===== config.mk =====
export PLATFORM = sky130hd
export DESIGN_NAME = lru_key_value_cache_flat
export DESIGN_NICKNAME = d
export VERILOG_FILES = /design/src/hdl/lkvc_pkg.sv /design/src/hdl/lkvc_req_if.sv /design/src/hdl/lkvc_rsp_if.sv /design/src/hdl/lru_key_value_cache.sv /design/src/hdl/lkvc_ram.sv /design/src/hdl/lkvc_dir.sv /design/src/flat_wrapper.sv
export SDC_FILE = /design/constraint.sdc
export NUM_CORES = 2
export LEC_CHECK = 0
export BUFFER_PORTS_ARGS = -buffer_cell sky130_fd_sc_hd__clkbuf_2
export CELL_PAD_IN_SITES_DETAIL_PLACEMENT = 0
export CELL_PAD_IN_SITES_GLOBAL_PLACEMENT = 1
export CORE_MARGIN = 3
export CORE_UTILIZATION = 35
export CTS_CLUSTER_DIAMETER = 80
export DETAILED_ROUTE_END_ITERATION = 7
export PLACE_DENSITY = 0.69
export RECOVER_POWER = 50
export SLEW_MARGIN = 20
export SYNTH_ARGS = -nofsm -noshare
export SYNTH_HDL_FRONTEND = slang
export SYNTH_SLANG_ARGS = --single-unit

===== constraint.sdc =====
create_clock -name clk_i -period 8.4 [get_ports clk_i]
set_clock_uncertainty 0.05 [all_clocks]
set_input_delay 1.68 -clock clk_i [delete_from_list [all_inputs] [get_ports clk_i]]
set_output_delay 1.68 -clock clk_i [all_outputs]
set_load 0.02 [all_outputs]

===== src/hdl/lkvc_pkg.sv =====
// ----------------------------------------------------------------------------
// lkvc_pkg
// Shared sizes, types and codes of the LRU key/value cache.
// ----------------------------------------------------------------------------
`default_nettype none

package lkvc_pkg;

  localparam int ENTRIES = 16;
  localparam int KEY_W   = 32;
  localparam int VAL_W   = 32;
  localparam int CAP_W   = 5;
  localparam int IDX_W   = (ENTRIES > 1) ? $clog2(ENTRIES) : 1;
  localparam int CNT_W   = $clog2(ENTRIES + 1);

  localparam logic MODE_GET = 1'b0;
  localparam logic MODE_SET = 1'b1;

  typedef logic signed [KEY_W-1:0] key_t;
  typedef logic signed [VAL_W-1:0] val_t;
  typedef logic [IDX_W-1:0]        idx_t;
  typedef logic [CNT_W-1:0]        cnt_t;
  typedef logic [CAP_W-1:0]        cap_t;

  localparam val_t MISS_VALUE = '1;

  // lookup result from the directory
  typedef struct packed {
    logic hit;
    idx_t slot;
  } look_t;

  // update command to the directory
  typedef struct packed {
    logic touch;
    logic insert;
    idx_t slot;
    key_t key;
    cnt_t cap;
  } upd_t;

  // capacity register saturated to the number of slots
  function automatic cnt_t sat_cap(cap_t c);
    cnt_t r;
    if (int'(c) > ENTRIES) r = CNT_W'(ENTRIES);
    else r = CNT_W'(c);
    return r;
  endfunction

endpackage

`default_nettype wire


===== src/hdl/lkvc_req_if.sv =====
// ----------------------------------------------------------------------------
// lkvc_req_if
// Request channel: valid/ready with mode, key and value.
// ----------------------------------------------------------------------------
`default_nettype none

interface lkvc_req_if;
  import lkvc_pkg::*;

  logic valid;
  logic ready;
  logic mode;
  key_t key;
  val_t value;

  modport source (output valid, output mode, output key, output value, input ready);
  modport sink   (input valid, input mode, input key, input value, output ready);
endinterface

`default_nettype wire


===== src/hdl/lkvc_rsp_if.sv =====
// ----------------------------------------------------------------------------
// lkvc_rsp_if
// Response channel: valid/ready with hit flag and read value.
// ----------------------------------------------------------------------------
`default_nettype none

interface lkvc_rsp_if;
  import lkvc_pkg::*;

  logic valid;
  logic ready;
  logic hit;
  val_t read_value;

  modport source (output valid, output hit, output read_value, input ready);
  modport sink   (input valid, input hit, input read_value, output ready);
endinterface

`default_nettype wire


===== src/hdl/lru_key_value_cache.sv =====
// ----------------------------------------------------------------------------
// lru_key_value_cache
// Fully associative key/value cache with least-recently-used replacement.
// ----------------------------------------------------------------------------
// Each request beat is a get (mode 0) or a set (mode 1) and yields exactly one
// response beat: hit tells whether the key was present, read_value carries the
// stored value on a get hit and -1 otherwise. Keys, valid bits and recency
// ranks sit in flops for a parallel compare; values sit in a RAM with a
// registered read. An item takes two steps: a lookup state (key compare and
// value RAM read) and an update state (ranks, eviction, tag and RAM write);
// the next request is taken on the update edge and no sooner. A full response
// register lets one item wait in the update state until the response is
// taken. capacity_in_use (saturated to the slot count) is to be written
// through cfg_we_i/cfg_wdata_i while no item is active; the block does not
// enforce this. Zero makes sets do nothing. No clearing pass after reset.
// ----------------------------------------------------------------------------
`default_nettype none

module lru_key_value_cache (
  input  wire                  clk_i,
  input  wire                  rst_ni,
  input  wire                  cfg_we_i,
  input  wire  lkvc_pkg::cap_t cfg_wdata_i,
  lkvc_req_if.sink             req_i,
  lkvc_rsp_if.source           rsp_o
);
  import lkvc_pkg::*;

  typedef enum logic [1:0] {
    S_IDLE,
    S_LOOK,
    S_UPD
  } state_e;

  state_e state_q;
  cap_t   cap_q;
  logic   mode_q;
  key_t   key_q;
  val_t   value_q;
  logic   hit_q;
  idx_t   slot_q;
  logic   out_valid_q;
  logic   out_hit_q;
  val_t   out_value_q;

  look_t  look;
  upd_t   upd;
  idx_t   ins_slot;
  cnt_t   cap_eff;
  val_t   ram_rdata;
  logic   out_free;
  logic   upd_fire;
  logic   accept;
  logic   set_on;
  logic   ram_we;
  idx_t   ram_waddr;

  assign cap_eff  = sat_cap(cap_q);
  assign set_on   = (mode_q == MODE_SET) && (cap_eff != '0);
  assign out_free = !out_valid_q || rsp_o.ready;
  assign upd_fire = (state_q == S_UPD) && out_free;
  assign req_i.ready = (state_q == S_IDLE) || upd_fire;
  assign accept   = req_i.valid && req_i.ready;

  assign upd.touch  = upd_fire && hit_q && ((mode_q == MODE_GET) || set_on);
  assign upd.insert = upd_fire && !hit_q && set_on;
  assign upd.slot   = slot_q;
  assign upd.key    = key_q;
  assign upd.cap    = cap_eff;

  lkvc_dir u_dir (
    .clk_i      (clk_i),
    .rst_ni     (rst_ni),
    .look_key_i (key_q),
    .look_o     (look),
    .upd_i      (upd),
    .ins_slot_o (ins_slot)
  );

  // RAM writes land on the update edge and the next lookup reads in the
  // following cycle, so a read never overlaps a write to the same slot
  assign ram_we    = upd_fire && set_on;
  assign ram_waddr = hit_q ? slot_q : ins_slot;

  lkvc_ram #(
    .WIDTH (VAL_W),
    .DEPTH (ENTRIES)
  ) u_val_ram (
    .clk_i   (clk_i),
    .we_i    (ram_we),
    .waddr_i (ram_waddr),
    .wdata_i (value_q),
    .re_i    (state_q == S_LOOK),
    .raddr_i (look.slot),
    .rdata_o (ram_rdata)
  );

  always_ff @(posedge clk_i or negedge rst_ni) begin
    if (!rst_ni) begin
      cap_q <= CAP_W'(16);
    end else if (cfg_we_i) begin
      cap_q <= cfg_wdata_i;
    end
  end

  always_ff @(posedge clk_i or negedge rst_ni) begin
    if (!rst_ni) begin
      state_q     <= S_IDLE;
      mode_q      <= MODE_GET;
      key_q       <= '0;
      value_q     <= '0;
      hit_q       <= 1'b0;
      slot_q      <= '0;
      out_valid_q <= 1'b0;
      out_hit_q   <= 1'b0;
      out_value_q <= '0;
    end else begin
      if (rsp_o.ready && !upd_fire) begin
        out_valid_q <= 1'b0;
      end
      if (accept) begin
        mode_q  <= req_i.mode;
        key_q   <= req_i.key;
        value_q <= req_i.value;
      end
      case (state_q)
        S_IDLE: begin
          if (accept) begin
            state_q <= S_LOOK;
          end
        end
        S_LOOK: begin
          hit_q   <= look.hit;
          slot_q  <= look.slot;
          state_q <= S_UPD;
        end
        S_UPD: begin
          if (upd_fire) begin
            out_valid_q <= 1'b1;
            out_hit_q   <= hit_q;
            out_value_q <= (hit_q && (mode_q == MODE_GET)) ? ram_rdata : MISS_VALUE;
            state_q     <= accept ? S_LOOK : S_IDLE;
          end
        end
        default: begin
          state_q <= S_IDLE;
        end
      endcase
    end
  end

  assign rsp_o.valid      = out_valid_q;
  assign rsp_o.hit        = out_hit_q;
  assign rsp_o.read_value = out_value_q;

endmodule

`default_nettype wire


===== src/hdl/lkvc_ram.sv =====
// ----------------------------------------------------------------------------
// lkvc_ram
// Generic simple dual-port RAM, one write and one registered read port.
// ----------------------------------------------------------------------------
`default_nettype none

module lkvc_ram #(
  parameter int WIDTH = 32,
  parameter int DEPTH = 16
) (
  input  wire                                        clk_i,
  input  wire                                        we_i,
  input  wire  [((DEPTH > 1) ? $clog2(DEPTH) : 1)-1:0] waddr_i,
  input  wire  [WIDTH-1:0]                           wdata_i,
  input  wire                                        re_i,
  input  wire  [((DEPTH > 1) ? $clog2(DEPTH) : 1)-1:0] raddr_i,
  output logic [WIDTH-1:0]                           rdata_o
);

  logic [WIDTH-1:0] mem_q [DEPTH];

  always_ff @(posedge clk_i) begin
    if (we_i) begin
      mem_q[waddr_i] <= wdata_i;
    end
    if (re_i) begin
      rdata_o <= mem_q[raddr_i];
    end
  end

endmodule

`default_nettype wire


===== src/hdl/lkvc_dir.sv =====
// ----------------------------------------------------------------------------
// lkvc_dir
// Cache directory: key tags, valid bits, recency ranks and occupancy.
// Parallel key compare, touch and insert-with-eviction updates.
// ----------------------------------------------------------------------------
`default_nettype none

module lkvc_dir (
  input  wire               clk_i,
  input  wire               rst_ni,
  input  lkvc_pkg::key_t    look_key_i,
  output lkvc_pkg::look_t   look_o,
  input  lkvc_pkg::upd_t    upd_i,
  output lkvc_pkg::idx_t    ins_slot_o
);
  import lkvc_pkg::*;

  key_t               keys_q  [ENTRIES];
  idx_t               rank_q  [ENTRIES];
  idx_t               rank_d  [ENTRIES];
  logic [ENTRIES-1:0] valid_q, valid_d;
  cnt_t               occ_q, occ_d;

  logic [ENTRIES-1:0] match;
  logic [ENTRIES-1:0] evict;
  logic [ENTRIES-1:0] keep;
  logic               full;
  cnt_t               cap_m1;
  idx_t               touch_rank;

  // parallel compare; keys are unique among valid slots
  always_comb begin
    look_o.hit  = 1'b0;
    look_o.slot = '0;
    for (int i = ENTRIES - 1; i >= 0; i--) begin
      match[i] = valid_q[i] && (keys_q[i] == look_key_i);
      if (match[i]) begin
        look_o.hit  = 1'b1;
        look_o.slot = IDX_W'(i);
      end
    end
  end

  // ranks of valid slots form 0..occ-1, so repeated eviction of the oldest
  // is the same as dropping every rank at or above cap-1
  assign full   = (occ_q >= upd_i.cap);
  assign cap_m1 = upd_i.cap - CNT_W'(1);

  always_comb begin
    ins_slot_o = '0;
    for (int i = ENTRIES - 1; i >= 0; i--) begin
      evict[i] = full && valid_q[i] && (CNT_W'(rank_q[i]) >= cap_m1);
      keep[i]  = valid_q[i] && !evict[i];
      if (!keep[i]) begin
        ins_slot_o = IDX_W'(i);
      end
    end
  end

  assign touch_rank = rank_q[upd_i.slot];

  always_comb begin
    valid_d = valid_q;
    rank_d  = rank_q;
    occ_d   = occ_q;
    if (upd_i.touch) begin
      for (int i = 0; i < ENTRIES; i++) begin
        if (valid_q[i] && (rank_q[i] < touch_rank)) begin
          rank_d[i] = rank_q[i] + IDX_W'(1);
        end
      end
      rank_d[upd_i.slot] = '0;
    end else if (upd_i.insert) begin
      for (int i = 0; i < ENTRIES; i++) begin
        if (keep[i]) begin
          rank_d[i] = rank_q[i] + IDX_W'(1);
        end
      end
      valid_d             = keep;
      valid_d[ins_slot_o] = 1'b1;
      rank_d[ins_slot_o]  = '0;
      occ_d               = (full ? cap_m1 : occ_q) + CNT_W'(1);
    end
  end

  always_ff @(posedge clk_i or negedge rst_ni) begin
    if (!rst_ni) begin
      valid_q <= '0;
      occ_q   <= '0;
      for (int i = 0; i < ENTRIES; i++) begin
        rank_q[i] <= '0;
      end
    end else begin
      valid_q <= valid_d;
      occ_q   <= occ_d;
      rank_q  <= rank_d;
    end
  end

  always_ff @(posedge clk_i) begin
    if (upd_i.insert) begin
      keys_q[ins_slot_o] <= upd_i.key;
    end
  end

  a_occ_matches_valid: assert property (@(posedge clk_i) disable iff (!rst_ni)
    $countones(valid_q) == int'(occ_q))
    else $error("occupancy count out of step with valid bits");

  a_unique_match: assert property (@(posedge clk_i) disable iff (!rst_ni)
    $onehot0(match))
    else $error("key present in more than one slot");

  a_insert_lands: assert property (@(posedge clk_i) disable iff (!rst_ni)
    upd_i.insert |=> valid_q[$past(ins_slot_o)] && (rank_q[$past(ins_slot_o)] == '0))
    else $error("inserted slot not valid and most recent");

  a_touch_on_valid: assert property (@(posedge clk_i) disable iff (!rst_ni)
    upd_i.touch |-> valid_q[upd_i.slot])
    else $error("touch of an invalid slot");

endmodule

`default_nettype wire

===== src/flat_wrapper.sv =====
// flat-port wrapper written by rule: the top's interface ports become plain ports
module lru_key_value_cache_flat import lkvc_pkg::*;
  (clk_i, rst_ni, cfg_we_i, cfg_wdata_i, req_i_valid, req_i_mode, req_i_key, req_i_value, req_i_ready, rsp_o_valid, rsp_o_hit, rsp_o_read_value, rsp_o_ready);
  lkvc_req_if req_i_i ();
  lkvc_rsp_if rsp_o_i ();
  input  wire clk_i;
  input  wire rst_ni;
  input  wire cfg_we_i;
  input  wire  lkvc_pkg::cap_t cfg_wdata_i;
  input wire logic [$bits(req_i_i.valid)-1:0] req_i_valid;
  input wire logic [$bits(req_i_i.mode)-1:0] req_i_mode;
  input wire logic [$bits(req_i_i.key)-1:0] req_i_key;
  input wire logic [$bits(req_i_i.value)-1:0] req_i_value;
  output wire logic [$bits(req_i_i.ready)-1:0] req_i_ready;
  output wire logic [$bits(rsp_o_i.valid)-1:0] rsp_o_valid;
  output wire logic [$bits(rsp_o_i.hit)-1:0] rsp_o_hit;
  output wire logic [$bits(rsp_o_i.read_value)-1:0] rsp_o_read_value;
  input wire logic [$bits(rsp_o_i.ready)-1:0] rsp_o_ready;
  assign req_i_i.valid = req_i_valid;
  assign req_i_i.mode = req_i_mode;
  assign req_i_i.key = req_i_key;
  assign req_i_i.value = req_i_value;
  assign req_i_ready = req_i_i.ready;
  assign rsp_o_valid = rsp_o_i.valid;
  assign rsp_o_hit = rsp_o_i.hit;
  assign rsp_o_read_value = rsp_o_i.read_value;
  assign rsp_o_i.ready = rsp_o_ready;
  lru_key_value_cache u_core (.clk_i(clk_i), .rst_ni(rst_ni), .cfg_we_i(cfg_we_i), .cfg_wdata_i(cfg_wdata_i), .req_i(req_i_i), .rsp_o(rsp_o_i));
endmodule

==> results.json <==
{
  "r2r_cells": 15,
  "netlist.area_leader.share_pct": 55.6,
  "core_region_area_sq_um": 161000,
  "row_count": 147,
  "slew_viol_final": 672,
  "switching_share_pct": 29.1,
  "status": "finished with violations",
  "min_from": "u_core.u_dir.occ_q[0]",
  "rsz0062_at_grt": "no",
  "numPortBuffers": 109,
  "hold_viol_final": 0,
  "hold_path_end": "u_core.u_dir.occ_q[0]",
  "ys_seq_area_share_pct": 64.2,
  "drtAntennaViolNets": 0,
  "pre_cts_ws_ns": 1.47,
  "leakage_nw": 21.7,
  "yosys.area_share.simple_pct": 9.33,
  "setup_tns_ns": 0,
  "cp_max_fo": 19,
  "r2r_slack_ns": 1.50,
  "hold_path_depth": 2,
  "grt_pass1_vias": 34535,
  "firstDrtPassIters": 6,
  "grt_pass1_wl_mm": 231,
  "final_common_cell": "edfxtp_1",
  "crit_type": "flop to flop",
  "cts_setup_buffers": 0,
  "synth_top_family_by_area": "simple AND/OR/NAND/NOR gates",
  "die_h_um": 410,
  "cp-end-kind": "flop",
  "p_int_mw": 11.4,
  "syn_nets": 4331,
  "die_w_um": 410,
  "cts_tree": "yes",
  "io_pins": 110,
  "relSlewSlack_pct": -145,
  "hp-class": "flop to flop",
  "die-area_sq_um": 168000,
  "setup_viol": 0,
  "initial_core_util_pct": 35.4,
  "clk_pin_slew_ns": 0.05,
  "grt_antenna_before_repair": 3,
  "numCtsBuffers": 136,
  "highest_layer": "met4",
  "pwr-share-clk_pct": 37.3,
  "route.detailed.drc": 0,
  "wl_met1_mm": 72.6,
  "postLayoutSetupSlackWorst_ns": 1.50,
  "synthAdderAreaFrac_pct": 2.86,
  "ys_ff_latch": 1252,
  "drt_first_iter_violations": 3299,
  "area_growth_pct": 13.9,
  "grt_util_all_layers_pct": 18.4,
  "timing.final.crit_share_pct": 82.2,
  "synth_warnings": 0,
  "grt_max_degree": 81,
  "place.gp.congestion": 0.855,
  "synthCells": 4137,
  "synthXorXnorAreaFrac_pct": 7.87,
  "vias_per_cell": 5.35,
  "final.min_clock_period_ns": 6.90,
  "synth_area_leader_cell": "edfxtp_1",
  "r2r-end": "u_core.u_val_ram.mem_q[1][2]",
  "power.switching_mw": 4.68,
  "dp.cells": 6335,
  "final_cell_mix": "1056 x edfxtp_1, 364 x xor2_1, 248 x nand2_1, 194 x mux2i_1, 192 x dfrtp_1",
  "vias": 35258,
  "drt_wl_total_mm": 157,
  "synth.cell_area_sq_um": 57100,
  "clkLatencyLatePin_ns": 0.78,
  "power_density_nw_per_um2": 247,
  "synth_edf_count": 1056,
  "synthTopCellsByArea": "edfxtp_1 56%, dfrtp_1 8.6%, xor2_1 5.6%",
  "wl_per_cell_um": 23.8,
  "tightest_slew_ns": 3.68,
  "htreeDepth": 4,
  "async_flop_share_pct": 15.7,
  "fin_cells": 6585,
  "wl_met2_mm": 71.7,
  "start_kind": "flop",
  "wl_met3_mm": 9.24,
  "required_ns": 8.80,
  "drive_gt1_share_pct": 13.8,
  "p_comb_share_pct": 14.7,
  "clockBufferDepth": 3,
  "synth_flop_cell": "edfxtp_1",
  "p_seq_share_pct": 47.9,
  "nets": 4509,
  "hold_buffers": 0,
  "max_freq_mhz": 145,
  "reg2reg_from": "u_core.cap_q[4]",
  "yosys-mux-area-fraction_pct": 6.81,
  "root_buffer": "clkbuf_16",
  "violations": "max-capacitance violations, max-slew violations",
  "diodes": 0,
  "dp_hpwl_mm": 101,
  "cts_sinks": 1252,
  "grt_remaining_overflow": 0,
  "arrival_ns": 7.30,
  "synth.avg_cell_area_sq_um": 13.8,
  "vdd_drop_max_mv": 0.211,
  "post_cts_resized": 0,
  "synth-compound-area-share_pct": 7.11,
  "ys_types": 95,
  "cap_viol_max_count": 23
}
through the flow:
step	power, mW	hold WS, ns	area (sq um)	util, %
floorplan	9.13	0.400	57100	-
CTS	16.2	0.449	65200	40.4
global placement	10.2	0.415	60600	37.6
global route	16.7	0.481	65000	40.3
detailed placement	10.2	0.437	60700	37.6
finish	16.1	0.449	65000	40.3
layout make-up:
class | instances | area (sq um)
clock inverter | 69 | 772
inverter | 64 | 240
timing repair buffer | 212 | 1270
multi-input combinational | 2649 | 19700
sequential | 1252 | 36600
fill | 14982 | 96300
tap | 2160 | 2700
clock buffer | 179 | 3730
layer usage:
| layer | vias up | GRT usage, % |
|---|---|---|
| met2 | 1165 | 28.9 |
| met1 | 17865 | 26.5 |
| met3 | 200 | 2.84 |
| met5 | - | 0 |
| met4 | 0 | 4.73 |
| li1 | 16028 | - |
worst max path at each step:
stage	from	endpoint	cells after the start
finish	u_core.cap_q[4]	u_core.u_val_ram.mem_q[1][2]	15
global route	u_core.cap_q[4]	u_core.u_val_ram.mem_q[1][2]	15
CTS	u_core.cap_q[4]	u_core.u_val_ram.mem_q[1][2]	15
detailed placement	u_core.cap_q[4]	u_core.u_val_ram.mem_q[1][11]	15
global placement	u_core.cap_q[4]	u_core.u_val_ram.mem_q[1][16]	15
floorplan	u_core.cap_q[4]	u_core.u_dir.keys_q[5][0]	16
critical path, stage by stage (launching register included):
cell	delay, ns
dfstp_2	0.37
inv_1	0.25
nand2_1	0.62
ha_1	1.13
ha_1	0.37
a21o_1	0.17
a21o_1	0.21
maj3_1	0.37
a21boi_1	0.48
o221ai_2	0.19
a32oi_2	0.40
a21oi_2	0.14
o21ai_0	0.36
nand2b_1	0.33
nor2_4	0.74
buf_4	0.37
cell usage after synthesis, drive strengths merged, types with 39 or more instances:
master and number:
nor4 169, xnor2 148, inv 64, a21oi 125, buf 102, nor2 218, o211ai 39, nand2 249
ha 119, o21ai 200, a21o 60, xor2 365, nand3 62, dfrtp 195, nand2b 59, nand4 91
edfxtp 1056, clkbuf 70, mux2i 194, mux2 131
registers in the layout, indices dropped and copies added, names as in the netlist:
name and cells:
u_core.u_dir.valid_q 16, u_core.key_q 32, u_core.slot_q 4, u_core.rsp_o.read_value 32
u_core.rsp_o.hit 1, u_core.u_dir.occ_q 5, u_core.cap_q 5, u_core.mode_q 1
u_core.rsp_o.valid 1, u_core.state_q 2, u_core.u_val_ram.mem_q 512, u_core.hit_q 1
u_core.u_dir.keys_q 512, u_core.value_q 32, u_core.u_val_ram.rdata_o 32, u_core.u_dir.rank_q 64
power groups by stage:
stage | clock (mW) | sequential (mW) | combinational, mW
floorplan | 0 | 7.53 | 1.60
global placement | 0 | 7.83 | 2.36
detailed placement | 0 | 7.84 | 2.39
CTS | 6.13 | 7.71 | 2.40
global route | 6.38 | 7.74 | 2.61
finish | 6.01 | 7.71 | 2.37
cells by family (layout without fill, tap and decap cells):
kind of cell	after synthesis	count (layout)
flops	1252	1252
simple gates	1031	1031
compound gates	627	627
xor+xnor	513	513
mux	345	345
buf+inv	236	524
fa+ha+maj	133	133
Power figures use the tool's default switching activity.
